==> config.mk <==
export PLATFORM = sky130hd
export DESIGN_NAME = skt_cell
export DESIGN_NICKNAME = d
export VERILOG_FILES = /design/src/rtl/core/skt_pkg.sv /design/src/rtl/core/skt_cell.sv
export SDC_FILE = /design/constraint.sdc
export NUM_CORES = 1
export LEC_CHECK = 0
export ABC_AREA = 1
export BUFFER_PORTS_ARGS = -buffer_cell sky130_fd_sc_hd__buf_4
export CAP_MARGIN = 40
export CORE_MARGIN = 5
export CORE_UTILIZATION = 42
export CTS_BUF_LIST = sky130_fd_sc_hd__clkbuf_8
export DETAILED_ROUTE_END_ITERATION = 12
export GPL_TIMING_DRIVEN = 0
export MAX_ROUTING_LAYER = met4
export PLACE_DENSITY = 0.88
export SLEW_MARGIN = 0
export SYNTH_ARGS = -nofsm -noshare
export SYNTH_HDL_FRONTEND = slang
export SYNTH_SLANG_ARGS = --single-unit
==> constraint.sdc <==
create_clock -name clock -period 0.8 [get_ports clock]
set_input_delay 0.04 -clock clock [delete_from_list [all_inputs] [get_ports clock]]
set_output_delay 0.04 -clock clock [all_outputs]
set_load 0.02 [all_outputs]
==> src/rtl/core/skt_pkg.sv <==
// ----------------------------------------------------------------------------
// skt_pkg: shared types and constants for the sorted key table
// Entry layout, operation and status codes, widths and the conversion of a
// Q16.8 duration in seconds into a whole number of frames.
// ----------------------------------------------------------------------------
package skt_pkg;

   // Table geometry.
   localparam int CAPACITY   = 256;
   localparam int FRAME_RATE = 30;
   localparam int IDX_W      = $clog2(CAPACITY);
   localparam int CNT_W      = $clog2(CAPACITY + 1);

   // Field widths of the beats on the request and response channels.
   localparam int OP_W       = 2;
   localparam int KEY_W      = 32;
   localparam int LENGTH_W   = 24;
   localparam int FRAC_BITS  = 8;
   localparam int STATUS_W   = 2;
   localparam int POSITION_W = 8;
   localparam int FRAME_W    = 21;
   localparam int COUNT_W    = 9;

   localparam int RATE_W     = $clog2(FRAME_RATE + 1);
   localparam int PROD_W     = LENGTH_W + RATE_W;
   localparam logic [FRAME_W-1:0] FRAME_MAX = {FRAME_W{1'b1}};

   // Operation codes; any other code behaves as a lookup.
   localparam logic [OP_W-1:0] OP_LOOKUP = 2'd0;
   localparam logic [OP_W-1:0] OP_INSERT = 2'd1;
   localparam logic [OP_W-1:0] OP_DELETE = 2'd2;

   // Status codes.
   localparam logic [STATUS_W-1:0] ST_OK     = 2'd0;
   localparam logic [STATUS_W-1:0] ST_ABSENT = 2'd1;
   localparam logic [STATUS_W-1:0] ST_DUP    = 2'd2;
   localparam logic [STATUS_W-1:0] ST_FULL   = 2'd3;

   // One table entry as held by a cell.
   typedef struct packed {
      logic signed [KEY_W-1:0] key;
      logic [FRAME_W-1:0]      frames;
   } entry_type;

   // Control from the head unit to the ring of cells.
   typedef struct packed {
      logic      shift;
      entry_type tail;
   } chain_ctrl_type;

   // Frames = floor(length * FRAME_RATE / 256), saturated to the field width.
   function automatic logic [FRAME_W-1:0] to_frames(input logic [LENGTH_W-1:0] len);
      logic [PROD_W-1:0] prod;
      logic [PROD_W-1:0] whole;
      prod  = PROD_W'(len) * PROD_W'(FRAME_RATE);
      whole = prod >> FRAC_BITS;
      if (whole > PROD_W'(FRAME_MAX)) begin
         return FRAME_MAX;
      end
      return FRAME_W'(whole);
   endfunction

endpackage

==> src/rtl/core/skt_cell.sv <==
// ----------------------------------------------------------------------------
// skt_cell: one storage cell of the table ring
// Holds a single entry and, while the ring turns, takes the entry of its
// neighbor on the tail side.
// ----------------------------------------------------------------------------
module skt_cell (
   input  logic                clock,
   input  logic                shift,
   input  skt_pkg::entry_type  entry_nxt,
   output skt_pkg::entry_type  entry
);
   import skt_pkg::*;

   entry_type entry_ff;
   entry_type entry_in;

   // Hold, or take the neighbor's entry when the ring advances.
   always_comb begin
      entry_in = shift ? entry_nxt : entry_ff;
   end

   always_ff @(posedge clock) begin
      entry_ff <= entry_in;
   end

   assign entry = entry_ff;

endmodule

==> metrics.yaml <==
outcome: "finished, violations left"
failed_checks: "setup timing"
cell_breakdown_of_the_critical_path: "buf_6"
worst-path-max-fanout: 1
min_from: "shift"
syn_nets: 108
area_of_the_multi_input_gates_um2: 0
clk_transition_reported_paths_ns: 0.09
cp_capture_type: "output port"
yosysWarnings: 0
globalRouteOverflowTotal: 0
power.leakage_nw: 1.36
slew_viol_final: 0
drive_above_1_share_pct: 51.1
min_delay_worst_endpoint: "entry[46]"
die-area_um2: 5120
ys_ff_latch: 53
cts_root_buffer: "sky130_fd_sc_hd__clkbuf_8"
core_outline_area_um2: 3660
cp-startpoint: "entry[10]"
crit_arrival_ns: 0.88
yosysTopAreaCellShare_pct: 100
period_needed_ns: 0.922
clock_tree.buffer_depth: 2
fin_crit_sh_pct: 115
cts_tree: "yes"
rows: 22
die_x_um: 71.6
min_path_type: "in2reg"
detail_route.iter0.violations: 112
synth.top_cells.by_area: "sky130_fd_sc_hd__edfxtp_1 (100%)"
final.setup.tns_ns: -4.42
drc_errors: 0
boundaryPins: 108
max_freq_mhz: 1080
post_synth_num_cell_types: 1
power_density_nw_per_um2: 1860
totalWireLength_um: 5550
setup_violations: 53
via_count: 1181
yosysSeqAreaShare_pct: 100
grt_max_degree: 54
synthesis.instances: 53
nets: 275
globalplace.congestion: 0.749
report.final.hold_viol_count: 0
crit_family: "flip-flops"
timing.critical_path.slowest_cell_delay_ns: 0.43
global_route_wire_length_before_repair_um: 8030
detail_route.first_pass.iterations: 4
postRouteAntennaNets: 0
placement.io_buffers: 107
utilization_pct: 89.2
holdWs_ns: 0.293
timing_worst_setup_path_type: "reg2out"
growth_of_design_area_from_synthesis_to_finish_pct: 105
postSynthAreaPerCell_um2: 30.0
avgRoutedWirePerCell_um: 20.6
grt_pass1_vias: 1389
vias_per_cell: 4.39
setup.worst_path.start_class: "flip-flop"
holdPathStages: 1
die-height_um: 71.6
worst_path_buf_inv: 1
num_antenna_cells: 0
antenna_found_initial: 0
start_util_pct: 43.5
worst-endpoint-required_ns: 0.76
grtUsageTotal_pct: 22.9
worst_slew_pin_tran_ns: 0.643
grt_setup_unrepaired: "true"
maxCapViolations: 0
yosysTopAreaCell: "sky130_fd_sc_hd__edfxtp_1"
cts_made_buffers: 5
power.total_w: 0.00607
number_of_flip_flops_under_the_largest_register_name: 53
clock-sinks: 53
crit_path_top_delay_cell: "sky130_fd_sc_hd__edfxtp_1"
synthesis.area_um2: 1590
n_multi_input_combinational_cell: 0
ir_drop_mv: 1.87
max-slew-margin-rel_pct: 57.1
postLayoutSetupSlackWorst_ns: -0.122
detailedPlace.worstSlack_ns: -0.143
htreeDepth: 2
==> layout by cell type (no fill, tap or decap) <==
master	instances
sky130_fd_sc_hd__clkinv_2	1
sky130_fd_sc_hd__buf_6	53
sky130_fd_sc_hd__clkbuf_8	5
sky130_fd_sc_hd__clkinv_1	2
sky130_fd_sc_hd__dlygate4sd3_1	53
sky130_fd_sc_hd__buf_4	54
sky130_fd_sc_hd__edfxtp_1	53
==> cells by family (layout without fill, tap and decap cells) <==
kind of cell  after synthesis  count (layout)  synth area share (%)
buf+inv                     0             168                     0
flops                      53              53                   100
==> Yosys cell counts (all sizes together) <==
| cell | count |
|---|---|
| edfxtp | 53 |
==> layout make-up <==
| type | instances | area [µm²] |
|---|---|---|
| Clock buffer | 5 | 68.8 |
| Clock inverter | 3 | 12.5 |
| Fill cell | 143 | 395 |
| Sequential cell | 53 | 1590 |
| Tap cell | 48 | 60.1 |
| Timing Repair Buffer | 160 | 1530 |
==> timing repair <==
item                                    CTS  global route
hold buffers                             53             0
cloned                                    0             0
gates resized for setup                  48             5
endpoints found under the setup margin   53            53
buffers inserted                          0             0
endpoints found under the hold margin    53             0
==> stage by stage <==
stage               instance area (µm²)  std cells
global placement                   2450        208
floorplan                          1590         53
CTS                                3250        269
global route                       3270        269
detailed placement                 2450        208
finish                             3270        269
==> worst max-delay path by stage <==
stage / to / cells past startpoint
4_1_cts: entry[20] / 1
5_1_grt: entry[16] / 1
3_5_place_dp: entry[41] / 1
6_report: entry[10] / 1
2_1_floorplan: entry[0] / 0
3_3_place_gp: entry[8] / 1
==> layer usage <==
layer	part of all wire, %	routed length [µm]	vias to the layer above	GRT usage [%]
li1	-	-	545	-
met1	30	1670	574	20.4
met2	63	3480	56	47.6
met3	6.5	358	6	5.75
met4	0.74	41	0	3.76
met5	0	0	-	-
==> power by group <==
part           leakage, nW  switching (W)  internal [W]
Clock               0.0430       0.000825      0.000592
Combinational        0.801       0.000521      0.000710
Sequential           0.519       0.000120       0.00331
Total                 1.36        0.00147       0.00461
Power figures use the tool's default switching activity.
