`config.mk`:
```
export PLATFORM = sky130hd
export DESIGN_NAME = skt_ctrl
export DESIGN_NICKNAME = d
export VERILOG_FILES = /design/src/rtl/core/skt_pkg.sv /design/src/rtl/core/skt_ctrl.sv
export SDC_FILE = /design/constraint.sdc
export NUM_CORES = 1
export LEC_CHECK = 0
export BUFFER_PORTS_ARGS = -buffer_cell sky130_fd_sc_hd__buf_2
export CAP_MARGIN = 20
export CELL_PAD_IN_SITES_DETAIL_PLACEMENT = 1
export CELL_PAD_IN_SITES_GLOBAL_PLACEMENT = 2
export CORE_MARGIN = 2
export CORE_UTILIZATION = 39
export CTS_CLUSTER_DIAMETER = 200
export DETAILED_ROUTE_END_ITERATION = 8
export GPL_TIMING_DRIVEN = 0
export PLACE_DENSITY = 0.88
export SYNTH_ARGS = -nofsm -noshare
export SYNTH_HDL_FRONTEND = slang
export SYNTH_SLANG_ARGS = --single-unit
```
`constraint.sdc`:
```
create_clock -name clock -period 13 [get_ports clock]
set_input_delay 3.9 -clock clock [delete_from_list [all_inputs] [get_ports clock]]
set_output_delay 3.9 -clock clock [all_outputs]
set_load 0.01 [all_outputs]
```
`src/rtl/core/skt_pkg.sv`:
```
// ----------------------------------------------------------------------------
// skt_pkg: shared types and constants for the sorted key table
// Entry layout, operation and status codes, widths and the conversion of a
// Q16.8 duration in seconds into a whole number of frames.
// ----------------------------------------------------------------------------
package skt_pkg;

   // Table geometry.
   localparam int CAPACITY   = 256;
   localparam int FRAME_RATE = 30;
   localparam int IDX_W      = $clog2(CAPACITY);
   localparam int CNT_W      = $clog2(CAPACITY + 1);

   // Field widths of the beats on the request and response channels.
   localparam int OP_W       = 2;
   localparam int KEY_W      = 32;
   localparam int LENGTH_W   = 24;
   localparam int FRAC_BITS  = 8;
   localparam int STATUS_W   = 2;
   localparam int POSITION_W = 8;
   localparam int FRAME_W    = 21;
   localparam int COUNT_W    = 9;

   localparam int RATE_W     = $clog2(FRAME_RATE + 1);
   localparam int PROD_W     = LENGTH_W + RATE_W;
   localparam logic [FRAME_W-1:0] FRAME_MAX = {FRAME_W{1'b1}};

   // Operation codes; any other code behaves as a lookup.
   localparam logic [OP_W-1:0] OP_LOOKUP = 2'd0;
   localparam logic [OP_W-1:0] OP_INSERT = 2'd1;
   localparam logic [OP_W-1:0] OP_DELETE = 2'd2;

   // Status codes.
   localparam logic [STATUS_W-1:0] ST_OK     = 2'd0;
   localparam logic [STATUS_W-1:0] ST_ABSENT = 2'd1;
   localparam logic [STATUS_W-1:0] ST_DUP    = 2'd2;
   localparam logic [STATUS_W-1:0] ST_FULL   = 2'd3;

   // One table entry as held by a cell.
   typedef struct packed {
      logic signed [KEY_W-1:0] key;
      logic [FRAME_W-1:0]      frames;
   } entry_type;

   // Control from the head unit to the ring of cells.
   typedef struct packed {
      logic      shift;
      entry_type tail;
   } chain_ctrl_type;

   // Frames = floor(length * FRAME_RATE / 256), saturated to the field width.
   function automatic logic [FRAME_W-1:0] to_frames(input logic [LENGTH_W-1:0] len);
      logic [PROD_W-1:0] prod;
      logic [PROD_W-1:0] whole;
      prod  = PROD_W'(len) * PROD_W'(FRAME_RATE);
      whole = prod >> FRAC_BITS;
      if (whole > PROD_W'(FRAME_MAX)) begin
         return FRAME_MAX;
      end
      return FRAME_W'(whole);
   endfunction

endpackage

```
`src/rtl/core/skt_ctrl.sv`:
```
// ----------------------------------------------------------------------------
// skt_ctrl: head unit of the table ring
// Takes a request beat, turns the ring once while it watches the entry at
// the head, finds the lower bound of the key on the way, edits the stream
// written back at the tail for insert and delete, and builds the response.
// ----------------------------------------------------------------------------
module skt_ctrl (
   input  logic                                clock,
   input  logic                                reset,
   // Request channel.
   input  logic                                req_valid,
   output logic                                req_ready,
   input  logic [skt_pkg::OP_W-1:0]            req_operation,
   input  logic signed [skt_pkg::KEY_W-1:0]    req_key,
   input  logic [skt_pkg::LENGTH_W-1:0]        req_length_seconds,
   // Response channel.
   output logic                                rsp_valid,
   input  logic                                rsp_ready,
   output logic                                rsp_success,
   output logic [skt_pkg::STATUS_W-1:0]        rsp_status,
   output logic [skt_pkg::POSITION_W-1:0]      rsp_position,
   output logic [skt_pkg::FRAME_W-1:0]         rsp_frame_length,
   output logic [skt_pkg::COUNT_W-1:0]         rsp_entry_count,
   // Ring side.
   input  skt_pkg::entry_type                  head,
   input  skt_pkg::entry_type                  look,
   output skt_pkg::chain_ctrl_type             chain
);
   import skt_pkg::*;

   localparam logic [1:0] S_IDLE = 2'd0;
   localparam logic [1:0] S_PASS = 2'd1;
   localparam logic [1:0] S_DONE = 2'd2;

   logic [1:0]              state_ff,   state_in;
   logic [CNT_W-1:0]        occ_ff,     occ_in;
   logic [IDX_W-1:0]        idx_ff,     idx_in;
   logic                    found_ff,   found_in;
   logic                    hit_ff,     hit_in;
   logic                    ins_ff,     ins_in;
   logic                    del_ff,     del_in;
   logic [IDX_W-1:0]        pos_ff,     pos_in;
   logic [FRAME_W-1:0]      hit_frm_ff, hit_frm_in;
   logic [OP_W-1:0]         op_ff,      op_in;
   logic signed [KEY_W-1:0] key_ff,     key_in;
   logic [FRAME_W-1:0]      frm_ff,     frm_in;
   entry_type               buf_ff,     buf_in;

   logic                    rsp_valid_ff,   rsp_valid_in;
   logic                    rsp_success_ff, rsp_success_in;
   logic [STATUS_W-1:0]     rsp_status_ff,  rsp_status_in;
   logic [IDX_W-1:0]        rsp_pos_ff,     rsp_pos_in;
   logic [FRAME_W-1:0]      rsp_frm_ff,     rsp_frm_in;
   logic [CNT_W-1:0]        rsp_count_ff,   rsp_count_in;

   logic       accept;
   logic       in_range;
   logic       less;
   logic       bound;
   logic       match;
   logic       full;
   logic       last;
   logic       load;
   entry_type  fresh;

   assign req_ready = (state_ff == S_IDLE);
   assign accept    = req_valid && req_ready;

   // Compare of the entry now at the head against the search key.
   assign in_range = ({1'b0, idx_ff} < (IDX_W + 1)'(occ_ff));
   assign less     = in_range && (head.key < key_ff);
   assign bound    = (state_ff == S_PASS) && !found_ff && !less;
   assign match    = bound && in_range && (head.key == key_ff);
   assign full     = (occ_ff == CNT_W'(CAPACITY));
   assign last     = (idx_ff == IDX_W'(CAPACITY - 1));
   assign load     = (state_ff == S_DONE) && (!rsp_valid_ff || rsp_ready);

   assign fresh.key    = key_ff;
   assign fresh.frames = frm_ff;

   // Sequencing and the edit of the stream written back at the tail.
   always_comb begin
      state_in   = state_ff;
      idx_in     = idx_ff;
      found_in   = found_ff;
      hit_in     = hit_ff;
      ins_in     = ins_ff;
      del_in     = del_ff;
      pos_in     = pos_ff;
      hit_frm_in = hit_frm_ff;
      op_in      = op_ff;
      key_in     = key_ff;
      frm_in     = frm_ff;
      buf_in     = buf_ff;
      chain.shift = 1'b0;
      chain.tail  = head;

      case (state_ff)
         S_IDLE: begin
            if (accept) begin
               op_in    = req_operation;
               key_in   = req_key;
               frm_in   = to_frames(req_length_seconds);
               idx_in   = '0;
               found_in = 1'b0;
               hit_in   = 1'b0;
               ins_in   = 1'b0;
               del_in   = 1'b0;
               pos_in   = '0;
               state_in = S_PASS;
            end
         end
         S_PASS: begin
            chain.shift = 1'b1;
            // The first entry not below the key is the lower bound.
            if (bound) begin
               found_in   = 1'b1;
               hit_in     = match;
               pos_in     = idx_ff;
               hit_frm_in = head.frames;
            end
            // Insert: place the new entry at the bound, then run one behind.
            if (bound && (op_ff == OP_INSERT) && !match && !full) begin
               chain.tail = fresh;
               buf_in     = head;
               ins_in     = 1'b1;
            end else if (ins_ff) begin
               chain.tail = buf_ff;
               buf_in     = head;
            end
            // Delete: from the match on, write the next entry instead.
            if ((bound && (op_ff == OP_DELETE) && match) || del_ff) begin
               chain.tail = look;
               del_in     = 1'b1;
            end
            idx_in = idx_ff + 1'b1;
            if (last) begin
               state_in = S_DONE;
            end
         end
         S_DONE: begin
            if (load) begin
               state_in = S_IDLE;
            end
         end
         default: begin
            state_in = S_IDLE;
         end
      endcase
   end

   // Response beat and the new entry count.
   always_comb begin
      occ_in         = occ_ff;
      rsp_success_in = rsp_success_ff;
      rsp_status_in  = rsp_status_ff;
      rsp_pos_in     = rsp_pos_ff;
      rsp_frm_in     = rsp_frm_ff;
      rsp_count_in   = rsp_count_ff;
      rsp_valid_in   = rsp_valid_ff && !rsp_ready;

      if (load) begin
         rsp_valid_in   = 1'b1;
         rsp_success_in = 1'b0;
         rsp_status_in  = ST_ABSENT;
         rsp_pos_in     = '0;
         rsp_frm_in     = '0;
         case (op_ff)
            OP_INSERT: begin
               if (hit_ff) begin
                  rsp_status_in = ST_DUP;
                  rsp_pos_in    = pos_ff;
               end else if (full) begin
                  rsp_status_in = ST_FULL;
               end else begin
                  rsp_success_in = 1'b1;
                  rsp_status_in  = ST_OK;
                  rsp_pos_in     = pos_ff;
                  occ_in         = occ_ff + 1'b1;
               end
            end
            OP_DELETE: begin
               if (hit_ff) begin
                  rsp_success_in = 1'b1;
                  rsp_status_in  = ST_OK;
                  rsp_pos_in     = pos_ff;
                  occ_in         = occ_ff - 1'b1;
               end
            end
            default: begin
               if (hit_ff) begin
                  rsp_success_in = 1'b1;
                  rsp_status_in  = ST_OK;
                  rsp_pos_in     = pos_ff;
                  rsp_frm_in     = hit_frm_ff;
               end
            end
         endcase
         rsp_count_in = occ_in;
      end
   end

   // Control state.
   always_ff @(posedge clock) begin
      if (reset) begin
         state_ff     <= S_IDLE;
         occ_ff       <= '0;
         found_ff     <= 1'b0;
         ins_ff       <= 1'b0;
         del_ff       <= 1'b0;
         rsp_valid_ff <= 1'b0;
      end else begin
         state_ff     <= state_in;
         occ_ff       <= occ_in;
         found_ff     <= found_in;
         ins_ff       <= ins_in;
         del_ff       <= del_in;
         rsp_valid_ff <= rsp_valid_in;
      end
   end

   // Payload registers.
   always_ff @(posedge clock) begin
      idx_ff         <= idx_in;
      hit_ff         <= hit_in;
      pos_ff         <= pos_in;
      hit_frm_ff     <= hit_frm_in;
      op_ff          <= op_in;
      key_ff         <= key_in;
      frm_ff         <= frm_in;
      buf_ff         <= buf_in;
      rsp_success_ff <= rsp_success_in;
      rsp_status_ff  <= rsp_status_in;
      rsp_pos_ff     <= rsp_pos_in;
      rsp_frm_ff     <= rsp_frm_in;
      rsp_count_ff   <= rsp_count_in;
   end

   assign rsp_valid        = rsp_valid_ff;
   assign rsp_success      = rsp_success_ff;
   assign rsp_status       = rsp_status_ff;
   assign rsp_position     = POSITION_W'(rsp_pos_ff);
   assign rsp_frame_length = rsp_frm_ff;
   assign rsp_entry_count  = COUNT_W'(rsp_count_ff);

endmodule

```
==> impl_metrics.prom, run 1 <==
# TYPE chip_impl_metric gauge
chip_impl_metric{name="finalHoldViolCount",unit=""} 0
chip_impl_info{name="run_status",value="finished clean"} 1
chip_impl_metric{name="clock_latency_of_the_later_clocked_register_in_the_worst_skew_pair",unit="ns"} 0.52
chip_impl_metric{name="slew_viols_final",unit=""} 0
chip_impl_metric{name="cp_slowest_stage_delay",unit="ns"} 0.63
chip_impl_metric{name="cts-root-to-sink-buffers",unit=""} 3
chip_impl_metric{name="worst_slew_margin_rel",unit=""} 0.469
chip_impl_metric{name="net-switching-power",unit="W"} 0.000549
chip_impl_metric{name="grt_antenna_before_repair",unit=""} 4
chip_impl_metric{name="power.share.sequential",unit=""} 0.415
chip_impl_metric{name="multiInputGateArea",unit="um^2"} 5880
chip_impl_metric{name="clkPwrFrac",unit=""} 0.339
chip_impl_metric{name="maxCapViolCount",unit=""} 0
chip_impl_metric{name="power.leakage",unit="nW"} 6.94
chip_impl_metric{name="synth.lib_cells_used.distinct",unit=""} 68
chip_impl_info{name="worstSetupStartpoint",value="head[28]"} 1
chip_impl_metric{name="swShare",unit=""} 0.286
chip_impl_metric{name="synth_fp_nets",unit=""} 1391
chip_impl_info{name="kind_of_critical_path",value="in -> out"} 1
chip_impl_info{name="worst_hold_startpoint",value="state_ff[1]"} 1
chip_impl_metric{name="std_cell_rows",unit=""} 66
chip_impl_info{name="cp-end-kind",value="output port"} 1
chip_impl_metric{name="post_cts_resize_count",unit=""} 0
chip_impl_info{name="timing.rr.start",value="occ_ff[3]"} 1
chip_impl_metric{name="critical_path_required",unit="ns"} 9.10
chip_impl_info{name="cp_top_family",value="compound AO/OA/AOI/OAI gates"} 1
chip_impl_metric{name="synthesis.instances",unit=""} 1104
chip_impl_metric{name="totalNegativeSetupSlack",unit="ns"} 0
chip_impl_metric{name="cts_inserted_buffers",unit=""} 23
chip_impl_metric{name="fin_worst_hold_slack",unit="ns"} 0.481
chip_impl_metric{name="synth_async_sr_flop_share",unit=""} 0
chip_impl_metric{name="combPwrFrac",unit=""} 0.246
chip_impl_metric{name="synthesized_area",unit="um^2"} 12700
chip_impl_metric{name="clk_pin_slew",unit="ns"} 0.06
chip_impl_metric{name="finalNetCount",unit=""} 1683
chip_impl_info{name="synth_top_flop_cell",value="sky130_fd_sc_hd__edfxtp_1"} 1
chip_impl_info{name="worstSetupStartpointType",value="primary input"} 1
chip_impl_metric{name="initial_utilization",unit=""} 0.393
chip_impl_metric{name="synth_sequential_area_ratio",unit=""} 0.465
chip_impl_metric{name="floorplan.die_area",unit="um^2"} 34100
chip_impl_metric{name="ant_nets",unit=""} 0
chip_impl_metric{name="fill_cells",unit=""} 3642
chip_impl_metric{name="power.density",unit="nW/um^2"} 124
chip_impl_info{name="worstHoldPathType",value="reg -> reg"} 1
chip_impl_metric{name="timing_worst_slew_pin_value",unit="ns"} 0.796
chip_impl_metric{name="detail_route.iter0.violations",unit=""} 329
chip_impl_metric{name="ys_warnings",unit=""} 0
chip_impl_metric{name="grt_start_max_net_pins",unit=""} 40
chip_impl_info{name="layout_commonest_cell",value="sky130_fd_sc_hd__buf_2"} 1
chip_impl_metric{name="cp_num_buf_inv",unit=""} 4
chip_impl_metric{name="fin_worst_skew",unit="ns"} 0.0183
chip_impl_metric{name="areaGrowthSynthToFinish",unit="%"} 21.2
chip_impl_info{name="cts.root.buffer_cell",value="sky130_fd_sc_hd__clkbuf_16"} 1
chip_impl_metric{name="ctsHoldBuffers",unit=""} 0
chip_impl_info{name="mostFrequentLayoutCells",value="sky130_fd_sc_hd__buf_2 (264), sky130_fd_sc_hd__edfxtp_1 (187), sky130_fd_sc_hd__inv_1 (169), sky130_fd_sc_hd__nand2_1 (79), sky130_fd_sc_hd__ha_1 (75)"} 1
chip_impl_metric{name="setup_violations",unit=""} 0
chip_impl_metric{name="synth-edff-count",unit=""} 187
chip_impl_info{name="crit_slowest_cell",value="sky130_fd_sc_hd__o31a_2"} 1
chip_impl_metric{name="buffer_ports.inserted",unit=""} 264
chip_impl_info{name="cp_cell_sequence",value="buf_2 -> ha_1 -> nand4_1 -> a2111o_1 -> a31oi_2 -> o31a_2 -> nand3_2 -> buf_6 -> buf_6 -> mux2i_1 -> o221ai_1 -> buf_2"} 1
chip_impl_metric{name="clock_tree.htree_level_count",unit=""} 1
chip_impl_metric{name="die_width",unit="um"} 185
chip_impl_metric{name="wl_per_cell",unit="um"} 18.8
chip_impl_metric{name="final_weighted_congestion_in_routability_driven_placement",unit=""} 0.848
chip_impl_metric{name="cts_sinks",unit=""} 202
chip_impl_metric{name="fp.coreArea",unit="um^2"} 32400
chip_impl_metric{name="syn-mean-instance-area",unit="um^2"} 11.5
chip_impl_metric{name="post-route-period-util",unit=""} 0.846
chip_impl_metric{name="grt_remaining_overflow",unit=""} 0
chip_impl_metric{name="drive_above_1_share",unit=""} 0.288
chip_impl_metric{name="arrival",unit="ns"} 7.10
chip_impl_metric{name="grt_pass1_wl",unit="um"} 54200
chip_impl_metric{name="cp_max_fo",unit=""} 25
chip_impl_metric{name="internal_power",unit="W"} 0.00137
chip_impl_metric{name="ys_ff_latch",unit=""} 202
chip_impl_metric{name="drt-vias-per-instance",unit=""} 5.10
chip_impl_metric{name="routed_wl",unit="um"} 34900
chip_impl_info{name="cts_tree",value="built"} 1
chip_impl_metric{name="ff_latch_area",unit="um^2"} 5920
chip_impl_metric{name="drt_pre_antenna_iters",unit=""} 4
chip_impl_metric{name="drt_drc_violations_left",unit=""} 0
chip_impl_metric{name="minimum_clock_period_after_layout",unit="ns"} 11.00
chip_impl_metric{name="hpwl",unit="um"} 27200
chip_impl_metric{name="track_usage",unit=""} 0.204
chip_impl_metric{name="max_clock_freq",unit="MHz"} 90.9
chip_impl_metric{name="pin_count",unit=""} 265
chip_impl_metric{name="ir_worst_vdd",unit="mV"} 0.0761
chip_impl_info{name="rsz_0062_raised_after_global_routing",value="false"} 1
chip_impl_metric{name="die-height",unit="um"} 185
chip_impl_metric{name="first_global_vias",unit=""} 9869
chip_impl_metric{name="cts_post_setup_buffers_inserted",unit=""} 0
chip_impl_metric{name="routed-via-count",unit=""} 9471
-- path summary, 6_finish.rpt --
check / to / slack (ns) / depth (start not counted)
max: chain[12] / 2.00 / 12
min: state_ff[0] / 0.48 / 1
max reg2reg: buf_ff[5] / 8.75 / 12
min reg2reg: state_ff[0] / 0.48 / 1
-- stage by stage --
stage / setup slack (ns) / cells / total power [W] / util / cell area [um^2]
2_1_floorplan: 2.91 / 1104 / 0.00113 / - / 12700
3_3_place_gp: 1.99 / 1810 / 0.00126 / 0.451 / 14600
3_5_place_dp: 1.94 / 1813 / 0.00128 / 0.453 / 14700
4_1_cts: 1.94 / 1854 / 0.00194 / 0.476 / 15400
5_1_grt: 1.57 / 1856 / 0.00202 / 0.477 / 15400
6_report: 2.00 / 1857 / 0.00192 / 0.477 / 15400
-- power groups by stage --
| stage | sequential [W] | clock (W) | combinational [W] |
|---|---|---|---|
| after floorplan | 0.000803 | 0 | 0.000325 |
| after global placement | 0.000808 | 0 | 0.000453 |
| after detailed placement | 0.000810 | 0 | 0.000474 |
| after CTS | 0.000796 | 0.000665 | 0.000477 |
| after global routing | 0.000800 | 0.000689 | 0.000535 |
| final | 0.000796 | 0.000650 | 0.000472 |
-- Yosys cell counts (all sizes together) (3+ instances only) --
| cell | count | share of area |
|---|---|---|
| a211oi | 8 | 0.0047 |
| a21o | 8 | 0.0047 |
| a21oi | 44 | 0.017 |
| a221oi | 4 | 0.0028 |
| a31oi | 3 | 0.0025 |
| and2 | 31 | 0.015 |
| and3 | 4 | 0.0020 |
| buf | 18 | 0.016 |
| clkbuf | 26 | 0.0077 |
| dfxtp | 15 | 0.024 |
| edfxtp | 187 | 0.44 |
| fa | 44 | 0.069 |
| ha | 75 | 0.074 |
| inv | 171 | 0.050 |
| mux2 | 53 | 0.047 |
| mux2i | 59 | 0.046 |
| nand2 | 80 | 0.024 |
| nand2b | 10 | 0.0049 |
| nand3 | 17 | 0.0071 |
| nand4 | 16 | 0.0084 |
| nor2 | 53 | 0.016 |
| nor2b | 13 | 0.0064 |
| nor3 | 13 | 0.0051 |
| nor4 | 4 | 0.0036 |
| o211ai | 4 | 0.0024 |
| o21ai | 22 | 0.0089 |
| o21bai | 5 | 0.0029 |
| o221ai | 54 | 0.044 |
| o31a | 3 | 0.0022 |
| or2 | 3 | 0.0015 |
| or3 | 4 | 0.0020 |
| xnor2 | 16 | 0.011 |
| xor2 | 7 | 0.0048 |
-- area by class of cell --
type / count / share of cell area
diodes: 3 / 0.000487
plain buffers: 44 / 0.0193
clock buffers: 30 / 0.0417
clock inverters: 11 / 0.00722
inverters: 171 / 0.0416
multi-input cells: 687 / 0.381
flip-flops and latches: 202 / 0.383
well taps: 442 / 0.0358
repair buffers: 267 / 0.0895
-- per-layer routing --
| metal | GRT usage | share of wire | vias to the layer above |
|---|---|---|---|
| met2 | 0.365 | 0.51 | 178 |
| li1 | - | - | 4529 |
| met4 | 0.0568 | 0.025 | 2 |
| met1 | 0.261 | 0.43 | 4709 |
| met5 | 0 | 0.00037 | - |
| met3 | 0.0221 | 0.034 | 53 |
-- logic make-up (layout without fill, tap and decap cells) --
| logic type | Yosys count | in the layout | share of synthesized area |
|---|---|---|---|
| and+or+nand+nor | 255 | 255 | 0.101 |
| xor gates and xnor gates | 23 | 23 | 0.0158 |
| DFF | 202 | 202 | 0.465 |
| adders and majority gates | 119 | 119 | 0.143 |
| other | 0 | 3 | 0 |
| AOI/OAI and AO/OA | 178 | 178 | 0.108 |
| buffers and inverters | 215 | 523 | 0.0737 |
| muxes | 112 | 112 | 0.0933 |
-- registers in the layout, summed over array words and instances, names as in the netlist --
name and count:
pos_ff 8, rsp_frame_length 21, rsp_valid 1, state_ff 2, rsp_entry_count 9, found_ff 1, rsp_status 2, ins_ff 1
hit_frm_ff 21, op_ff 2, frm_ff 21, buf_ff 53, hit_ff 1, rsp_position 8, key_ff 32, rsp_success 1
occ_ff 9, idx_ff 8, del_ff 1
Power figures use the tool's default switching activity.
==> inputs of run 2 (changes only) <==
- CORE_UTILIZATION: 39 -> 36
- PLACE_DENSITY: 0.88 -> 0.83
- clock period: 13 -> 11 ns (I/O delays scaled with it)
==> impl_metrics.prom, run 2 (synthesized netlist as in run 1, its figures left out) <==
# TYPE chip_impl_metric gauge
chip_impl_info{name="run_status",value="finished clean"} 1
chip_impl_metric{name="routed_wl",unit="um"} 36300
chip_impl_info{name="endpoint",value="chain[8]"} 1
chip_impl_metric{name="max_clock_freq",unit="MHz"} 101
chip_impl_metric{name="cp_max_fo",unit=""} 25
chip_impl_metric{name="hpwl",unit="um"} 28200
chip_impl_metric{name="fin_worst_skew",unit="ns"} 0.0162
chip_impl_metric{name="net-switching-power",unit="W"} 0.000658
chip_impl_metric{name="post-route-period-util",unit=""} 0.897
chip_impl_metric{name="std_cell_rows",unit=""} 68
chip_impl_metric{name="pin_count",unit=""} 265
chip_impl_info{name="kind_of_critical_path",value="in -> out"} 1
chip_impl_metric{name="wl_per_cell",unit="um"} 19.4
chip_impl_info{name="worst_hold_startpoint",value="state_ff[1]"} 1
chip_impl_info{name="timing.rr.end",value="buf_ff[13]"} 1
chip_impl_info{name="worstSetupStartpointType",value="primary input"} 1
chip_impl_metric{name="critical_path_required",unit="ns"} 7.70
chip_impl_metric{name="finalNetCount",unit=""} 1683
chip_impl_metric{name="grt_remaining_overflow",unit=""} 0
chip_impl_metric{name="totalNegativeSetupSlack",unit="ns"} 0
chip_impl_metric{name="die_width",unit="um"} 192
chip_impl_metric{name="cts_sinks",unit=""} 202
chip_impl_metric{name="power.share.sequential",unit=""} 0.405
chip_impl_metric{name="clock_tree.htree_level_count",unit=""} 1
chip_impl_info{name="rsz_0062_raised_after_global_routing",value="false"} 1
chip_impl_metric{name="ir_worst_vdd",unit="mV"} 0.0911
chip_impl_metric{name="drt-vias-per-instance",unit=""} 5.06
chip_impl_metric{name="fp.coreArea",unit="um^2"} 34700
chip_impl_metric{name="final_weighted_congestion_in_routability_driven_placement",unit=""} 0.848
chip_impl_metric{name="slew_viols_final",unit=""} 0
chip_impl_metric{name="drt_pre_antenna_iters",unit=""} 4
chip_impl_metric{name="design_power_total",unit="W"} 0.00233
chip_impl_info{name="largest_registers",value="buf_ff: 53 flops, key_ff: 32 flops"} 1
chip_impl_info{name="timing.rr.start",value="occ_ff[5]"} 1
chip_impl_info{name="cp-end-kind",value="output port"} 1
chip_impl_metric{name="drive_above_1_share",unit=""} 0.287
chip_impl_metric{name="power.density",unit="nW/um^2"} 150
chip_impl_info{name="regMostFlops",value="buf_ff"} 1
chip_impl_metric{name="post_route_standard_cell_area_excluding_fillers",unit="um^2"} 15500
chip_impl_metric{name="maxCapViolCount",unit=""} 0
chip_impl_metric{name="first_global_vias",unit=""} 9920
chip_impl_metric{name="timing_worst_slew_pin_value",unit="ns"} 0.875
chip_impl_metric{name="drt_drc_violations_left",unit=""} 0
chip_impl_metric{name="arrival",unit="ns"} 6.57
chip_impl_metric{name="worst_slew_margin_rel",unit=""} 0.417
chip_impl_metric{name="detail_route.iter0.violations",unit=""} 407
chip_impl_metric{name="internal_power",unit="W"} 0.00167
chip_impl_metric{name="grt_pass1_wl",unit="um"} 55500
chip_impl_metric{name="minimum_clock_period_after_layout",unit="ns"} 9.87
chip_impl_metric{name="swShare",unit=""} 0.283
chip_impl_metric{name="grt_antenna_before_repair",unit=""} 7
chip_impl_metric{name="regToRegSetupSlack",unit="ns"} 6.93
chip_impl_metric{name="areaGrowthSynthToFinish",unit="%"} 21.8
chip_impl_metric{name="clkPwrFrac",unit=""} 0.356
chip_impl_metric{name="floorplan.die_area",unit="um^2"} 36900
chip_impl_metric{name="routed-via-count",unit=""} 9479
chip_impl_metric{name="finalHoldViolCount",unit=""} 0
chip_impl_metric{name="cts-root-to-sink-buffers",unit=""} 3
chip_impl_metric{name="ctsHoldBuffers",unit=""} 0
chip_impl_metric{name="placement.cell_area",unit="um^2"} 14700
chip_impl_metric{name="grt_start_max_net_pins",unit=""} 54
chip_impl_info{name="worstHoldPathType",value="reg -> reg"} 1
chip_impl_info{name="worstSetupStartpoint",value="head[50]"} 1
chip_impl_metric{name="cts_post_setup_buffers_inserted",unit=""} 0
chip_impl_metric{name="post_cts_resize_count",unit=""} 0
chip_impl_metric{name="power.leakage",unit="nW"} 6.97
chip_impl_info{name="mostFrequentLayoutCells",value="sky130_fd_sc_hd__buf_2 (264), sky130_fd_sc_hd__edfxtp_1 (187), sky130_fd_sc_hd__inv_1 (169), sky130_fd_sc_hd__nand2_1 (79), sky130_fd_sc_hd__ha_1 (75)"} 1
chip_impl_metric{name="die-height",unit="um"} 192
chip_impl_metric{name="track_usage",unit=""} 0.195
chip_impl_metric{name="cts_inserted_buffers",unit=""} 24
chip_impl_metric{name="timing.reg2reg.worst_path_depth",unit=""} 11
chip_impl_metric{name="buffer_ports.inserted",unit=""} 264
chip_impl_metric{name="clk_pin_slew",unit="ns"} 0.06
chip_impl_metric{name="initial_utilization",unit=""} 0.367
chip_impl_info{name="layout_commonest_cell",value="sky130_fd_sc_hd__buf_2"} 1
chip_impl_metric{name="clock_latency_of_the_later_clocked_register_in_the_worst_skew_pair",unit="ns"} 0.52
chip_impl_info{name="cts_tree",value="built"} 1
chip_impl_metric{name="largest_register_ff_count",unit=""} 53
chip_impl_metric{name="combPwrFrac",unit=""} 0.240
chip_impl_info{name="cts.root.buffer_cell",value="sky130_fd_sc_hd__clkbuf_16"} 1
chip_impl_metric{name="ant_nets",unit=""} 0
chip_impl_metric{name="setup_violations",unit=""} 0
## run 2: final cells by class
cell class | count | area (um^2)
multi-input cells | 687 | 5880
plain buffers | 44 | 298
clock inverters | 11 | 164
clock buffers | 32 | 652
flip-flops and latches | 202 | 5920
inverters | 171 | 642
fillers | 3873 | 19200
well taps | 455 | 569
diodes | 5 | 12.5
repair buffers | 266 | 1370
## run 2: stage by stage
| stage | setup slack (ns) | hold WS [ns] | cells | util |
|---|---|---|---|---|
| final | 1.13 | 0.493 | 1873 | 0.447 |
| after global routing | 0.820 | 0.512 | 1873 | 0.447 |
| after CTS | 1.15 | 0.491 | 1868 | 0.446 |
| after detailed placement | 1.17 | 0.487 | 1825 | 0.423 |
| after global placement | 1.22 | 0.463 | 1823 | 0.421 |
| after floorplan | 2.11 | 0.441 | 1104 | - |
## run 2: power by group through the flow
stage	Combinational, W	Clock, W	Sequential (W)
after global placement	0.000540	0	0.000957
after global routing	0.000630	0.000878	0.000945
after detailed placement	0.000560	0	0.000958
after CTS	0.000565	0.000847	0.000942
final	0.000558	0.000827	0.000941
after floorplan	0.000384	0	0.000949
## run 2: per-layer routing
metal	vias to the layer above	global-route usage	share of wire
met1	4689	0.253	0.44
met4	2	0.0526	0.026
met3	60	0.0258	0.035
li1	4529	-	-
met2	199	0.342	0.50
met5	-	0	0.00030
## run 2: worst min path at each step
stage	to	slack, ns	cells past startpoint
2_1_floorplan	state_ff[0]	0.44	1
3_3_place_gp	state_ff[0]	0.46	1
3_5_place_dp	state_ff[0]	0.49	1
4_1_cts	state_ff[0]	0.49	1
5_1_grt	rsp_frame_length[13]	0.51	1
6_report	state_ff[0]	0.49	1
## run 2: critical path, cell delays in order
cell and delay (ns):
sky130_fd_sc_hd__buf_2 0.13, sky130_fd_sc_hd__ha_1 0.33, sky130_fd_sc_hd__a211oi_1 0.25, sky130_fd_sc_hd__o21bai_1 0.10
sky130_fd_sc_hd__a211oi_1 0.26, sky130_fd_sc_hd__xor2_1 0.40, sky130_fd_sc_hd__o31a_2 0.61, sky130_fd_sc_hd__nand3_2 0.15
sky130_fd_sc_hd__buf_6 0.20, sky130_fd_sc_hd__buf_6 0.17, sky130_fd_sc_hd__mux2i_1 0.13, sky130_fd_sc_hd__o221ai_1 0.31
sky130_fd_sc_hd__buf_2 0.21
==> inputs of run 3 (changes only) <==
--- a/config.mk
+++ b/config.mk
@@ -7,2 +7,3 @@
 export LEC_CHECK = 0
+export ABC_AREA = 1
 export BUFFER_PORTS_ARGS = -buffer_cell sky130_fd_sc_hd__buf_2
@@ -12,3 +13,3 @@
 export CORE_MARGIN = 2
-export CORE_UTILIZATION = 36
+export CORE_UTILIZATION = 30
 export CTS_CLUSTER_DIAMETER = 200
@@ -16,3 +17,3 @@
 export GPL_TIMING_DRIVEN = 0
-export PLACE_DENSITY = 0.83
+export PLACE_DENSITY = 0.77
 export SYNTH_ARGS = -nofsm -noshare
==> constraint.sdc (replaced) <==
create_clock -name clock -period 11 [get_ports clock]
set_input_delay 1.1 -clock clock [delete_from_list [all_inputs] [get_ports clock]]
set_output_delay 1.1 -clock clock [all_outputs]
set_load 0.01 [all_outputs]
==> impl_metrics.prom, run 3 <==
# TYPE chip_impl_metric gauge
chip_impl_info{name="worstHoldPathType",value="reg -> reg"} 1
chip_impl_metric{name="post_cts_resize_count",unit=""} 0
chip_impl_metric{name="design_power_total",unit="W"} 0.00255
chip_impl_metric{name="fin_worst_skew",unit="ns"} 0.00890
chip_impl_metric{name="final_weighted_congestion_in_routability_driven_placement",unit=""} 0.852
chip_impl_metric{name="synth_sequential_area_ratio",unit=""} 0.432
chip_impl_metric{name="placement.cell_area",unit="um^2"} 15800
chip_impl_info{name="cts_tree",value="built"} 1
chip_impl_metric{name="synth_async_sr_flop_share",unit=""} 0
chip_impl_metric{name="regToRegSetupSlack",unit="ns"} 7.45
chip_impl_metric{name="synth.lib_cells_used.distinct",unit=""} 45
chip_impl_metric{name="fin_cells",unit=""} 2573
chip_impl_metric{name="hpwl",unit="um"} 35400
chip_impl_metric{name="timing.reg2reg.worst_path_depth",unit=""} 11
chip_impl_metric{name="synth_fp_nets",unit=""} 1943
chip_impl_metric{name="buffer_ports.inserted",unit=""} 264
chip_impl_metric{name="cell_depth_of_the_worst_hold_path",unit=""} 2
chip_impl_metric{name="drive_above_1_share",unit=""} 0.175
chip_impl_metric{name="grt_pass1_wl",unit="um"} 69800
chip_impl_metric{name="maxCapViolCount",unit=""} 0
chip_impl_info{name="synth.most_common_cell",value="sky130_fd_sc_hd__nand2_1"} 1
chip_impl_metric{name="worst_slew_margin_rel",unit=""} 0.352
chip_impl_metric{name="synthesis.instances",unit=""} 1656
chip_impl_metric{name="cts-root-to-sink-buffers",unit=""} 3
chip_impl_metric{name="die_width",unit="um"} 218
chip_impl_metric{name="initial_utilization",unit=""} 0.303
chip_impl_metric{name="first_global_vias",unit=""} 12600
chip_impl_metric{name="power.density",unit="nW/um^2"} 153
chip_impl_metric{name="net-switching-power",unit="W"} 0.000842
chip_impl_info{name="layout_commonest_cell",value="sky130_fd_sc_hd__nand2_1"} 1
chip_impl_info{name="worstSetupStartpointType",value="primary input"} 1
chip_impl_metric{name="setup_violations",unit=""} 0
chip_impl_info{name="regMostFlops",value="buf_ff"} 1
chip_impl_metric{name="slew_viols_final",unit=""} 0
chip_impl_metric{name="die-height",unit="um"} 218
chip_impl_metric{name="post_route_standard_cell_area_excluding_fillers",unit="um^2"} 16700
chip_impl_metric{name="cts_post_setup_buffers_inserted",unit=""} 0
chip_impl_info{name="synth_top_area_cell",value="sky130_fd_sc_hd__edfxtp_1"} 1
chip_impl_metric{name="clock_latency_of_the_later_clocked_register_in_the_worst_skew_pair",unit="ns"} 0.54
chip_impl_metric{name="ant_nets",unit=""} 0
chip_impl_info{name="largest_registers",value="buf_ff: 53 flops, key_ff: 32 flops"} 1
chip_impl_metric{name="fill_cells",unit=""} 5550
chip_impl_metric{name="finalNetCount",unit=""} 2237
chip_impl_metric{name="wl_per_cell",unit="um"} 17.5
chip_impl_metric{name="routed_wl",unit="um"} 45100
chip_impl_metric{name="grt_remaining_overflow",unit=""} 0
chip_impl_metric{name="ys_warnings",unit=""} 0
chip_impl_metric{name="drt_drc_violations_left",unit=""} 0
chip_impl_metric{name="multiInputGateArea",unit="um^2"} 6320
chip_impl_metric{name="pin_count",unit=""} 265
chip_impl_metric{name="ir_worst_vdd",unit="mV"} 0.0977
chip_impl_info{name="worst_hold_startpoint",value="found_ff"} 1
chip_impl_info{name="timing.rr.start",value="occ_ff[2]"} 1
chip_impl_metric{name="drt_pre_antenna_iters",unit=""} 5
chip_impl_metric{name="internal_power",unit="W"} 0.00171
chip_impl_metric{name="ys_ff_latch",unit=""} 202
chip_impl_metric{name="areaGrowthSynthToFinish",unit="%"} 21.5
chip_impl_info{name="mostFrequentLayoutCells",value="sky130_fd_sc_hd__nand2_1 (375), sky130_fd_sc_hd__inv_1 (303), sky130_fd_sc_hd__buf_2 (279), sky130_fd_sc_hd__nor2_1 (199), sky130_fd_sc_hd__edfxtp_1 (187)"} 1
chip_impl_metric{name="largest_register_ff_count",unit=""} 53
chip_impl_metric{name="ff_latch_area",unit="um^2"} 5920
chip_impl_metric{name="detail_route.iter0.violations",unit=""} 544
chip_impl_metric{name="finalHoldViolCount",unit=""} 0
chip_impl_metric{name="fp.coreArea",unit="um^2"} 45300
chip_impl_metric{name="synth-edff-count",unit=""} 187
chip_impl_info{name="rsz_0062_raised_after_global_routing",value="false"} 1
chip_impl_info{name="cp-end-kind",value="output port"} 1
chip_impl_metric{name="timing_worst_slew_pin_value",unit="ns"} 0.971
chip_impl_metric{name="clock_tree.htree_level_count",unit=""} 1
chip_impl_metric{name="cts_sinks",unit=""} 202
chip_impl_metric{name="ctsHoldBuffers",unit=""} 0
chip_impl_info{name="cts.root.buffer_cell",value="sky130_fd_sc_hd__clkbuf_16"} 1
chip_impl_metric{name="grt_start_max_net_pins",unit=""} 54
chip_impl_info{name="run_status",value="finished clean"} 1
chip_impl_metric{name="routed-via-count",unit=""} 12000
chip_impl_metric{name="cts_inserted_buffers",unit=""} 25
chip_impl_metric{name="post-route-period-util",unit=""} 0.452
chip_impl_metric{name="cp_max_fo",unit=""} 10
chip_impl_info{name="worstSetupStartpoint",value="head[28]"} 1
chip_impl_metric{name="floorplan.die_area",unit="um^2"} 47400
chip_impl_metric{name="arrival",unit="ns"} 3.87
chip_impl_metric{name="critical_path_required",unit="ns"} 9.90
chip_impl_metric{name="max_clock_freq",unit="MHz"} 201
chip_impl_metric{name="share_of_yosys_cell_area_claimed_by_the_top_area_cell_type",unit=""} 0.410
chip_impl_metric{name="power.share.sequential",unit=""} 0.382
chip_impl_metric{name="std_cell_rows",unit=""} 78
chip_impl_info{name="commonest_cells_in_the_synthesized_netlist",value="sky130_fd_sc_hd__nand2_1 (376), sky130_fd_sc_hd__inv_1 (304), sky130_fd_sc_hd__nor2_1 (199)"} 1
chip_impl_info{name="kind_of_critical_path",value="in -> out"} 1
chip_impl_metric{name="swShare",unit=""} 0.330
chip_impl_metric{name="minimum_clock_period_after_layout",unit="ns"} 4.97
chip_impl_metric{name="track_usage",unit=""} 0.189
chip_impl_metric{name="grt_antenna_before_repair",unit=""} 6
chip_impl_metric{name="totalNegativeSetupSlack",unit="ns"} 0
chip_impl_metric{name="combPwrFrac",unit=""} 0.295
chip_impl_metric{name="synthesized_area",unit="um^2"} 13700
chip_impl_metric{name="power.leakage",unit="nW"} 7.78
chip_impl_metric{name="drt-vias-per-instance",unit=""} 4.67
chip_impl_info{name="synth_top_flop_cell",value="sky130_fd_sc_hd__edfxtp_1"} 1
chip_impl_metric{name="syn-mean-instance-area",unit="um^2"} 8.28
chip_impl_metric{name="dp.cells",unit=""} 2522
chip_impl_metric{name="clkPwrFrac",unit=""} 0.323
chip_impl_metric{name="clk_pin_slew",unit="ns"} 0.06
chip_impl_info{name="synth.area.top_cells",value="sky130_fd_sc_hd__edfxtp_1 (41%), sky130_fd_sc_hd__nand2_1 (10%), sky130_fd_sc_hd__inv_1 (8.3%)"} 1
[run 3: power by group through the flow]
stage	combinational, W	clock [W]	sequential (W)
2_1_floorplan	0.000500	0	0.000981
3_3_place_gp	0.000743	0	0.000990
3_5_place_dp	0.000761	0	0.000990
4_1_cts	0.000765	0.000843	0.000974
5_1_grt	0.000863	0.000871	0.000981
6_report	0.000751	0.000823	0.000974
[run 3: logic make-up (layout without fill, tap and decap cells)]
group,after synthesis,in the layout,synth area share
xor gates and xnor gates,22,22,0.0141
buffers and inverters,376,688,0.108
AOI/OAI and AO/OA,262,262,0.111
and+or+nand+nor,675,675,0.203
other,0,5,0
adders and majority gates,119,119,0.133
DFF,202,202,0.432
[run 3: worst paths after layout]
path                                  end
worst max-delay path            chain[52]
worst min register to register   found_ff
worst min-delay path             found_ff
worst max register to register  buf_ff[1]
[run 3: area by class of cell]
class | instances | share of cell area
multi-input cells | 1078 | 0.379
flip-flops and latches | 202 | 0.355
repair buffers | 267 | 0.0826
inverters | 310 | 0.0699
well taps | 600 | 0.0451
clock buffers | 39 | 0.0431
plain buffers | 66 | 0.0193
clock inverters | 6 | 0.00496
diodes | 5 | 0.000751
[run 3: layer usage]
layer / wire length [um] / up-vias / global-route usage
met4: 1130 / 2 / 0.0553
met1: 19900 / 5802 / 0.239
met3: 1840 / 68 / 0.0240
met5: 16 / - / 0
li1: - / 5928 / -
met2: 22200 / 217 / 0.336
[run 3: through the flow]
step	hold slack [ns]	setup slack [ns]	utilization
finish	0.484	6.03	0.368
global placement	0.455	5.31	0.348
floorplan	0.440	6.93	-
CTS	0.486	5.99	0.367
detailed placement	0.476	6.00	0.350
global route	0.514	5.81	0.368
[run 3: critical path, stage by stage]
cell,delay [ns]
sky130_fd_sc_hd__buf_2,0.12
sky130_fd_sc_hd__ha_1,0.29
sky130_fd_sc_hd__nand2_1,0.08
sky130_fd_sc_hd__nor2_1,0.17
sky130_fd_sc_hd__nand4_1,0.21
sky130_fd_sc_hd__nor2_1,0.26
sky130_fd_sc_hd__nand2_1,0.17
sky130_fd_sc_hd__nor2_2,0.18
sky130_fd_sc_hd__nand4_1,0.13
sky130_fd_sc_hd__nand2_2,0.25
sky130_fd_sc_hd__buf_6,0.22
sky130_fd_sc_hd__buf_6,0.18
sky130_fd_sc_hd__nor2_1,0.06
sky130_fd_sc_hd__o21bai_1,0.25
sky130_fd_sc_hd__buf_2,0.19
